$ cat config.mk
export PLATFORM = sky130hd
export DESIGN_NAME = cordic_vector_angle_unit
export DESIGN_NICKNAME = d
export VERILOG_FILES = /design/src/rtl/core/cva_pkg.sv /design/src/rtl/core/cva_cell.sv /design/src/rtl/core/cordic_vector_angle_unit.sv
export SDC_FILE = /design/constraint.sdc
export NUM_CORES = 2
export LEC_CHECK = 0
export BUFFER_PORTS_ARGS = -buffer_cell sky130_fd_sc_hd__buf_2
export CAP_MARGIN = 20
export CORE_MARGIN = 8
export CORE_UTILIZATION = 61
export CTS_BUF_LIST = sky130_fd_sc_hd__clkbuf_2 sky130_fd_sc_hd__clkbuf_4 sky130_fd_sc_hd__clkbuf_8
export DETAILED_ROUTE_END_ITERATION = 16
export PLACE_DENSITY = 0.8
export SETUP_SLACK_MARGIN = 0.4
export SKIP_LAST_GASP = 1
export SYNTH_ARGS = -nofsm -noshare
export SYNTH_HDL_FRONTEND = slang
export SYNTH_HIERARCHICAL = 1
export SYNTH_SLANG_ARGS = --single-unit
$ cat constraint.sdc
create_clock -name clock -period 12.5 [get_ports clock]
set_clock_uncertainty 0.15 [all_clocks]
set_input_delay 1.25 -clock clock [delete_from_list [all_inputs] [get_ports clock]]
set_output_delay 1.25 -clock clock [all_outputs]
set_load 0.005 [all_outputs]
$ cat src/rtl/core/cva_pkg.sv
// Package for the CORDIC vectoring angle unit: angle type, fixed-point
// constants and the arctangent step table. No dependencies.
package cva_pkg;

   // Angle is in 1/256 degree, two's complement.
   localparam int AngleWidth = 16;

   // Input coordinates are scaled by 2^FracBits before the first step.
   localparam int FracBits = 16;

   // Guard bits above the scaled input for the CORDIC gain (about 1.65 * sqrt 2).
   localparam int GuardBits = 3;

   // Number of entries in the step table, and so the deepest chain supported.
   localparam int TableLen = 15;

   typedef logic signed [AngleWidth-1:0] angle_type;

   // atan(2^-i) in 1/256 degree.
   localparam angle_type AtanTable [0:TableLen-1] = '{
      16'sd11520, 16'sd6801, 16'sd3593, 16'sd1824, 16'sd916,
      16'sd458,   16'sd229,  16'sd115,  16'sd57,   16'sd29,
      16'sd14,    16'sd7,    16'sd4,    16'sd2,    16'sd1
   };

endpackage

$ cat src/rtl/core/cva_cell.sv
// One CORDIC vectoring step: rotate (x, y) toward y = 0 and update the angle.
// Depends on cva_pkg for the angle type and the step table.
module cva_cell #(
   parameter int DataWidth = 35,
   parameter int Shift     = 0
) (
   input  logic                        clock,
   input  logic                        reset,
   input  logic                        up_valid,
   output logic                        up_ready,
   input  logic signed [DataWidth-1:0] up_x,
   input  logic signed [DataWidth-1:0] up_y,
   input  cva_pkg::angle_type          up_angle,
   output logic                        dn_valid,
   input  logic                        dn_ready,
   output logic signed [DataWidth-1:0] dn_x,
   output logic signed [DataWidth-1:0] dn_y,
   output cva_pkg::angle_type          dn_angle
);

   logic                        valid_ff;
   logic                        valid_in;
   logic signed [DataWidth-1:0] x_ff;
   logic signed [DataWidth-1:0] x_in;
   logic signed [DataWidth-1:0] y_ff;
   logic signed [DataWidth-1:0] y_in;
   cva_pkg::angle_type          angle_ff;
   cva_pkg::angle_type          angle_in;
   logic signed [DataWidth-1:0] x_shifted;
   logic signed [DataWidth-1:0] y_shifted;

   // Take a new item when empty or when the current one moves on.
   assign up_ready = !valid_ff || dn_ready;
   assign valid_in = up_ready ? up_valid : valid_ff;

   assign x_shifted = up_x >>> Shift;
   assign y_shifted = up_y >>> Shift;

   always_comb begin
      if (up_y > 0) begin
         x_in     = up_x + y_shifted;
         y_in     = up_y - x_shifted;
         angle_in = up_angle + cva_pkg::AtanTable[Shift];
      end else begin
         x_in     = up_x - y_shifted;
         y_in     = up_y + x_shifted;
         angle_in = up_angle - cva_pkg::AtanTable[Shift];
      end
   end

   always_ff @(posedge clock) begin
      if (reset) begin
         valid_ff <= 1'b0;
      end else begin
         valid_ff <= valid_in;
      end
   end

   // Load payload only on a taken item; hold it while stalled.
   always_ff @(posedge clock) begin
      if (up_valid && up_ready) begin
         x_ff     <= x_in;
         y_ff     <= y_in;
         angle_ff <= angle_in;
      end
   end

   assign dn_valid = valid_ff;
   assign dn_x     = x_ff;
   assign dn_y     = y_ff;
   assign dn_angle = angle_ff;

endmodule

$ cat src/rtl/core/cordic_vector_angle_unit.sv
// Top level of the CORDIC vectoring angle unit: a chain of cva_cell steps.
// Depends on cva_pkg and cva_cell.
//
//   channel | ports                               | direction
//   --------+-------------------------------------+----------
//   request | req_valid, req_stall, req_x_in/y_in | in
//   result  | rsp_valid, rsp_stall, rsp_angle     | out
//
// An item accepted on the request channel steps through the cells in order, from
// cell 0 to the last cell; rsp_valid rises once the last cell holds it.
// The chain takes one item per cycle whenever the result side is not stalled.
// Each cell is its own pipeline register, so a stalled result still lets
// upstream cells fill their bubbles; the request side keeps accepting until all
// ITERATIONS cells hold an item, then req_stall follows rsp_stall.
// Reset (synchronous) clears only the valid bits of the cells.
module cordic_vector_angle_unit #(
   parameter int ITERATIONS  = 15,
   parameter int INPUT_WIDTH = 16
) (
   input  logic                          clock,
   input  logic                          reset,
   input  logic                          req_valid,
   output logic                          req_stall,
   input  logic signed [INPUT_WIDTH-1:0] req_x_in,
   input  logic signed [INPUT_WIDTH-1:0] req_y_in,
   output logic                          rsp_valid,
   input  logic                          rsp_stall,
   output cva_pkg::angle_type            rsp_angle
);

   // Scaled input plus guard bits; wide enough that no step overflows.
   localparam int ScaledWidth = INPUT_WIDTH + cva_pkg::FracBits;
   localparam int DataWidth   = ScaledWidth + cva_pkg::GuardBits;

   logic signed [ScaledWidth-1:0] x_scaled;
   logic signed [ScaledWidth-1:0] y_scaled;

   logic                        valid_stage [0:ITERATIONS];
   logic                        ready_stage [0:ITERATIONS];
   logic signed [DataWidth-1:0] x_stage     [0:ITERATIONS];
   logic signed [DataWidth-1:0] y_stage     [0:ITERATIONS];
   cva_pkg::angle_type          angle_stage [0:ITERATIONS];

   // Scale by 2^FracBits and sign-extend into the datapath.
   assign x_scaled = {req_x_in, {cva_pkg::FracBits{1'b0}}};
   assign y_scaled = {req_y_in, {cva_pkg::FracBits{1'b0}}};

   assign valid_stage[0] = req_valid;
   assign x_stage[0]     = DataWidth'(x_scaled);
   assign y_stage[0]     = DataWidth'(y_scaled);
   assign angle_stage[0] = '0;
   assign req_stall      = !ready_stage[0];

   // One cell per iteration; cell i shifts by i and uses table entry i.
   for (genvar i = 0; i < ITERATIONS; i++) begin : g_cell
      cva_cell #(
         .DataWidth (DataWidth),
         .Shift     (i)
      ) u_cell (
         .clock    (clock),
         .reset    (reset),
         .up_valid (valid_stage[i]),
         .up_ready (ready_stage[i]),
         .up_x     (x_stage[i]),
         .up_y     (y_stage[i]),
         .up_angle (angle_stage[i]),
         .dn_valid (valid_stage[i+1]),
         .dn_ready (ready_stage[i+1]),
         .dn_x     (x_stage[i+1]),
         .dn_y     (y_stage[i+1]),
         .dn_angle (angle_stage[i+1])
      );
   end

   // Last cell is the output register; drop x and y, deliver the angle.
   assign ready_stage[ITERATIONS] = !rsp_stall;
   assign rsp_valid = valid_stage[ITERATIONS];
   assign rsp_angle = angle_stage[ITERATIONS];

endmodule
# Yosys cells after proc, flatten, opt, wreduce, memory -nomap -nowiden
# Cells that the tools add are included.
totals:
  register_bits: 1200
  input_bits: 36
  output_inout_bits: 18
  wordCells: 242
op_classes:
  addsub: 81
  magnitude_cmp: 15
  n_mux: 42
  n_reduce_logical: 47
ops:
  columns: ["operator", "n"]
  rows:
  - ["35-bit 2-to-1 mux", 27]
  - ["35-bit by 1-bit > comparator with 1-bit output, second input constant", 14]
  - ["16-bit 2-to-1 mux", 15]
  - ["35-bit by 23-bit adder with 35-bit output", 2]
  - ["35-bit by 24-bit adder with 35-bit output", 2]
  - ["35-bit by 25-bit adder with 35-bit output", 2]
  - ["35-bit by 26-bit adder with 35-bit output", 2]
  - ["35-bit by 27-bit adder with 35-bit output", 2]
  - ["35-bit by 28-bit adder with 35-bit output", 2]
  - ["35-bit by 29-bit adder with 35-bit output", 2]
  - ["35-bit by 30-bit adder with 35-bit output", 2]
  - ["35-bit by 31-bit adder with 35-bit output", 2]
  - ["35-bit by 32-bit adder with 35-bit output", 2]
  - ["35-bit by 33-bit adder with 35-bit output", 2]
  - ["35-bit by 34-bit adder with 35-bit output", 2]
  - ["35-bit by 23-bit subtractor with 35-bit output", 2]
  - ["35-bit by 24-bit subtractor with 35-bit output", 2]
  - ["35-bit by 25-bit subtractor with 35-bit output", 2]
  - ["35-bit by 26-bit subtractor with 35-bit output", 2]
  - ["35-bit by 27-bit subtractor with 35-bit output", 2]
  - ["35-bit by 28-bit subtractor with 35-bit output", 2]
  - ["35-bit by 29-bit subtractor with 35-bit output", 2]
  - ["35-bit by 30-bit subtractor with 35-bit output", 2]
  - ["35-bit by 31-bit subtractor with 35-bit output", 2]
  - ["37 further kinds", 87]

# Longest topological paths before layout
logic_depth:
  depth_word: 17
  ltp_mapped: 25
  depth_no_buf: 22

# Cells and area by module
# Netlist, hierarchy kept.
modules_own_cells:
  columns: ["module", "instances", "cells_each", "area_each_um2", "seq_area_each_um2"]
  rows:
  - ["cva_cell (g_cell[0].u_cell)", 1, 1153, 9462.8, 2572.5]
  - ["cva_cell (g_cell[1].u_cell)", 1, 933, 8456.9, 2602.5]
  - ["cva_cell (g_cell[7].u_cell)", 1, 873, 8225.4, 2602.5]
  - ["cva_cell (g_cell[2].u_cell)", 1, 905, 8217.9, 2602.5]
  - ["cva_cell (g_cell[9].u_cell)", 1, 882, 8099.0, 2602.5]
  - ["cva_cell (g_cell[13].u_cell)", 1, 875, 8076.5, 2602.5]
  - ["cva_cell (g_cell[4].u_cell)", 1, 860, 8057.7, 2602.5]
  - ["cva_cell (g_cell[10].u_cell)", 1, 859, 7987.7, 2602.5]
  - ["cva_cell (g_cell[14].u_cell)", 1, 870, 7985.2, 2602.5]
  - ["cva_cell (g_cell[5].u_cell)", 1, 863, 7975.1, 2602.5]
  - ["cva_cell (g_cell[11].u_cell)", 1, 829, 7895.1, 2602.5]
  - ["cva_cell (g_cell[12].u_cell)", 1, 842, 7826.3, 2602.5]
  - ["cva_cell (g_cell[6].u_cell)", 1, 838, 7778.7, 2602.5]
  - ["cva_cell (g_cell[3].u_cell)", 1, 810, 7748.7, 2602.5]
  - ["+2 rows", null, null, null, null]

# Worst setup path before layout
# Ideal clock, no wire load.
synth_path:
  path_kind: "in2reg"
  from: "input rsp_stall"
  to: "register g_cell[0].u_cell.angle_ff[0] (enable)"
  setup_ns: 0.453
  arrival_time_ns: 5.077
  t_required_ns: 11.897
  path_slack_ns: 6.821
  path_stages: 17
  n_path_buf: 0
  path_cell_list: "inv_1 > nand2b_1 > nand2b_1 > nand2b_1 > nand2b_1 > nand2b_1 > nand2b_1 > nand2b_1 > nand2b_1 > nand2b_1 > nand2b_1 > nand2b_1 > nand2b_1 > nand2b_1 > nand2b_1 > nand2b_1 > and2_1"
synth_rtl:
  columns: ["item", "line_no", "rtl"]
  rows:
  - ["start: declaration", "cordic_vector_angle_unit.sv:27", "input logic rsp_stall,"]
  - ["end signal: assignment", "cva_cell.sv:64", "angle_ff <= angle_in;"]
  - ["end: declaration", "cva_cell.sv:27", "cva_pkg::angle_type angle_ff;"]

# Worst setup path after layout
layout_path:
  from: "register g_cell[1].u_cell.y_ff[3]"
  to: "register g_cell[2].u_cell.x_ff[29], data pin"
layout_between:
  elab_chain_len: 2
  word_cells_on_any_way: 4
  cone_classes: "2 x add/sub; 1 x order compare; 1 x mux"
layout_lines:
  columns: ["item", "line_no", "rtl"]
  rows:
  - ["start: declaration", "cva_cell.sv:25", "logic signed [DataWidth-1:0] y_ff;"]
  - ["start signal: assignment", "cva_cell.sv:63", "y_ff <= y_in;"]
  - ["35-bit by 33-bit subtractor with 35-bit output (tied with other cells)", "cva_cell.sv:45", "x_in = up_x - y_shifted;"]
  - ["35-bit 2-to-1 mux (*)", "cva_cell.sv:40", "if (up_y > 0) begin"]
  - ["net g_cell[2].u_cell.x_in[29]", "cva_cell.sv:24", "logic signed [DataWidth-1:0] x_in;"]
  - ["end signal: assignment", "cva_cell.sv:62", "x_ff <= x_in;"]
  - ["end: declaration", "cva_cell.sv:23", "logic signed [DataWidth-1:0] x_ff;"]
# The timed path passes the listed nets; every way through them passes the cells marked *.
# A chain may end at the register's enable or synchronous reset.

==> flow_results.org <==
** Worst hold path
- Classification of the worst-slack hold path :: flop to flop

** Timing
- Maximum clock rate :: 145 MHz
- The final count of hold timing violations was 0.
- Number of max-slew violations in the final report :: 0
- Normalized max-slew margin :: 10.2%
- Adding up every negative setup slack in the final design gives 0 ns.
- Setup violations remaining at the end of the flow were counted as 0.
- Transition time of the tightest slew-check pin :: 1.34 ns
- The worst path uses 55.2% of the clock period.
- Setup repair after global routing left no endpoint under its margin.
- Minimum hold slack :: 0.283 ns
- The clock period could shrink to slightly below 7 ns.

** Power and ir drop
- Proportion of power drawn by the clock network :: around 27%
- The completed layout was analyzed and its total power is 0.0143 W.
- Worst VDD drop :: between 0.1 and 0.15 mV
- Registers are responsible for between 30% and 40% of the overall power.
- Summed over all nets, the switching power comes to 0.00512 W.
- Combinational fraction of design power :: 36.4%
- Design internal power :: between 0.009 and 0.01 W
- The analysis attributes to cell leakage a power of 47.0 nW.
- In this run the power density over the cells is 121 nW/um2.
- In this run switching power makes up 35.8% of total power.

** Critical path
- Worst R2R Setup Slack :: 5.60 ns
- CP endpoint :: g_cell[2].u_cell/dn_x[29]
- The most critical setup path has its startpoint at g_cell[1].u_cell/dn_y[3].
- Critical path startpoint category :: flop
- The worst setup path is of the flop to flop kind.
- The worst setup path is captured at a flop.
- For the worst setup path, the data arrival time is 7.42 ns.
- Delay-heaviest family, CP :: simple AND/OR/NAND/NOR gates
- Data on the critical path is required at its endpoint by 13.02 ns.
- In this run the critical register-to-register path is launched from g_cell[1].u_cell/dn_y[3].
- Among all stages on the critical path, the largest delay is contributed by sky130_fd_sc_hd__o41ai_2.
- In this run the critical register-to-register path is captured at g_cell[2].u_cell/dn_x[29].
- Worst Reg-to-Reg Cells :: 19
- Slowest Stage Delay on Critical Path :: 0.62 ns
- Walking the worst path, the cells encountered are inv_1, ha_1, or4b_4, or4_4, nor4_4, nor2_2, buf_4, inv_2, buf_4, mux2i_1, ha_1, nand2b_1, a21oi_1, o41ai_2, o22ai_1, o41ai_2, o21ai_0, nor4b_1, or3_1.
- Number of gates on the worst path with buffers counted :: 19
- Worst-path maximum fanout :: 49
- Together, buffers and inverters on the worst path number 4.

** Yosys
- Summing every instance area after synthesis gives 111000 um2.
- Synthesis handed over a netlist of 12000 instances.
- A synthesized cell averages 9.21 um2.
- The Yosys step of the flow raised 6 warnings.

** Status
- Status :: complete, no violations

** Clocking
- Clock tree synthesis found a total of 1186 sinks.
- After clock tree synthesis, the clock-pin slew on the worst setup and hold paths is approximately 0.07 ns.
- Gates resized during post-CTS repair numbered 0.
- Clock root buffer :: sky130_fd_sc_hd__clkbuf_8
- The clock passes through at most 3 buffers.
- TritonCTS clock tree :: yes
- Clock Latency Late Sink :: between 0.9 and 1 ns
- TritonCTS Buffers :: 202
- In this run, post-CTS hold repair placed 0 buffers.
- Buffers inserted by post-CTS timing repair :: 0
- The H-tree was split into 4 levels.

** Place
- After legalization and detailed placement, the total HPWL measured 254 mm.
- After detailed placement, the total cell area comes to 113000 um2.
- Number of I/O port buffers :: 53
- Routability congestion estimate from global placement :: 0.975

** Routing
- Vias per inst :: 6.49
- Antenna-violating nets left :: 0
- First-pass detailed-route iteration total :: 8
- Dividing the detail-routed wire length by the instance count gives 21.8 um.
- For this block, the via count after detailed routing is 95500.
- Wires add up to 321 mm.
- DRT iter0 DRCs :: about 10000
- Count of unresolved DRC violations after routing :: 0

** Die
- 54 I/O pins were placed.
- After floorplanning, the core was divided into 156 placement rows.
- The die covers roughly 200000 um2.
- For this configuration, the core starts out at a cell density of between 60 and 70%.
- The total area inside the core boundary comes to 181000 um2.
- Vertical die dimension :: 442 um
- The floorplan step set the die width to 442 um.

** Cells and area
- Most common library cell in the layout ignoring fill and taps :: sky130_fd_sc_hd__a21oi_1
- Once layout is done, the placed cells without fillers occupy 118000 um2.
- The filler cells instantiated in the layout total about 15000.
- The post-route netlist has 6.26% of its cells at a drive strength greater than 1.
- In the layout the commonest cells are sky130_fd_sc_hd__a21oi_1 (1202), sky130_fd_sc_hd__edfxtp_1 (1171), sky130_fd_sc_hd__ha_1 (1168), sky130_fd_sc_hd__xnor2_1 (1059), sky130_fd_sc_hd__nor2_1 (841).
- Relative to the synthesized area, the layout overhead comes to 6.46%.
- Number of nets in the layout :: around 13000
- Area of the multi-input gates :: 72300 um2
- Area occupied by registers :: 35500 um2

** Global routing
- Global routing finished with a remaining overflow of 0.
- Entering global routing, the biggest net connects just over 90 pins.
- Global Route Usage Sum :: a little under a third
- The initial antenna violation count came to 9.
- The number of global-route vias before repair came to 89900.
- The first global-routing pass estimated 500 mm of wire.

** Flow run
- Number of violations of the max-capacitance limit :: 0
metal layers:
layer / track usage, % / vias up / part of all wire (%)
met5: 0 / - / 0.033
met1: 42.6 / 45900 / 43
li1: - / 45000 / -
met2: 49.9 / 3970 / 45
met4: 9.34 / 14 / 3.1
met3: 6.28 / 630 / 8.5
power groups by stage:
stage	logic, W	clock network (W)	registers, W
global placement	0.00500	0	0.00526
CTS	0.00510	0.00399	0.00518
global route	0.00572	0.00413	0.00521
detailed placement	0.00506	0	0.00527
finish	0.00521	0.00390	0.00519
floorplan	0.00398	0	0.00514
stage by stage:
step	util (%)	std cells	setup slack [ns]
2_1_floorplan	-	12200	6.82
3_3_place_gp	62.7	14300	5.71
3_5_place_dp	62.8	14300	5.74
4_1_cts	65.2	14700	5.68
5_1_grt	65.3	14700	5.16
6_report	65.3	14700	5.60
cell type report:
cell class,instances,area share [%]
repair buffers,107,0.600
clock inverters,129,1.06
well taps,2370,2.51
multi-input cells,10100,61.3
inverters,553,1.77
diodes,1,0.00212
flip-flops and latches,1186,30.1
clock buffers,250,2.70
worst min-delay path by stage:
| stage | from | endpoint | slack, ns | cells after the start |
|---|---|---|---|---|
| finish | g_cell[3].u_cell/dn_angle[1] | g_cell[4].u_cell/dn_angle[1] | 0.28 | 0 |
| floorplan | g_cell[9].u_cell/dn_angle[0] | g_cell[10].u_cell/dn_angle[0] | 0.25 | 0 |
| CTS | g_cell[12].u_cell/dn_angle[0] | g_cell[13].u_cell/dn_angle[0] | 0.29 | 0 |
| global placement | g_cell[3].u_cell/dn_angle[1] | g_cell[4].u_cell/dn_angle[1] | 0.26 | 0 |
| global route | g_cell[3].u_cell/dn_angle[1] | g_cell[4].u_cell/dn_angle[1] | 0.29 | 0 |
| detailed placement | g_cell[12].u_cell/dn_angle[0] | g_cell[13].u_cell/dn_angle[0] | 0.27 | 0 |
state kept, by name (all words and copies together) (netlist names):
signal	cells
g_cell.u_cell/dn_angle	240
g_cell.u_cell/dn_valid	15
g_cell.u_cell/dn_y	489
g_cell.u_cell/dn_x	442
Note: power is estimated with default switching activity, not from simulation.
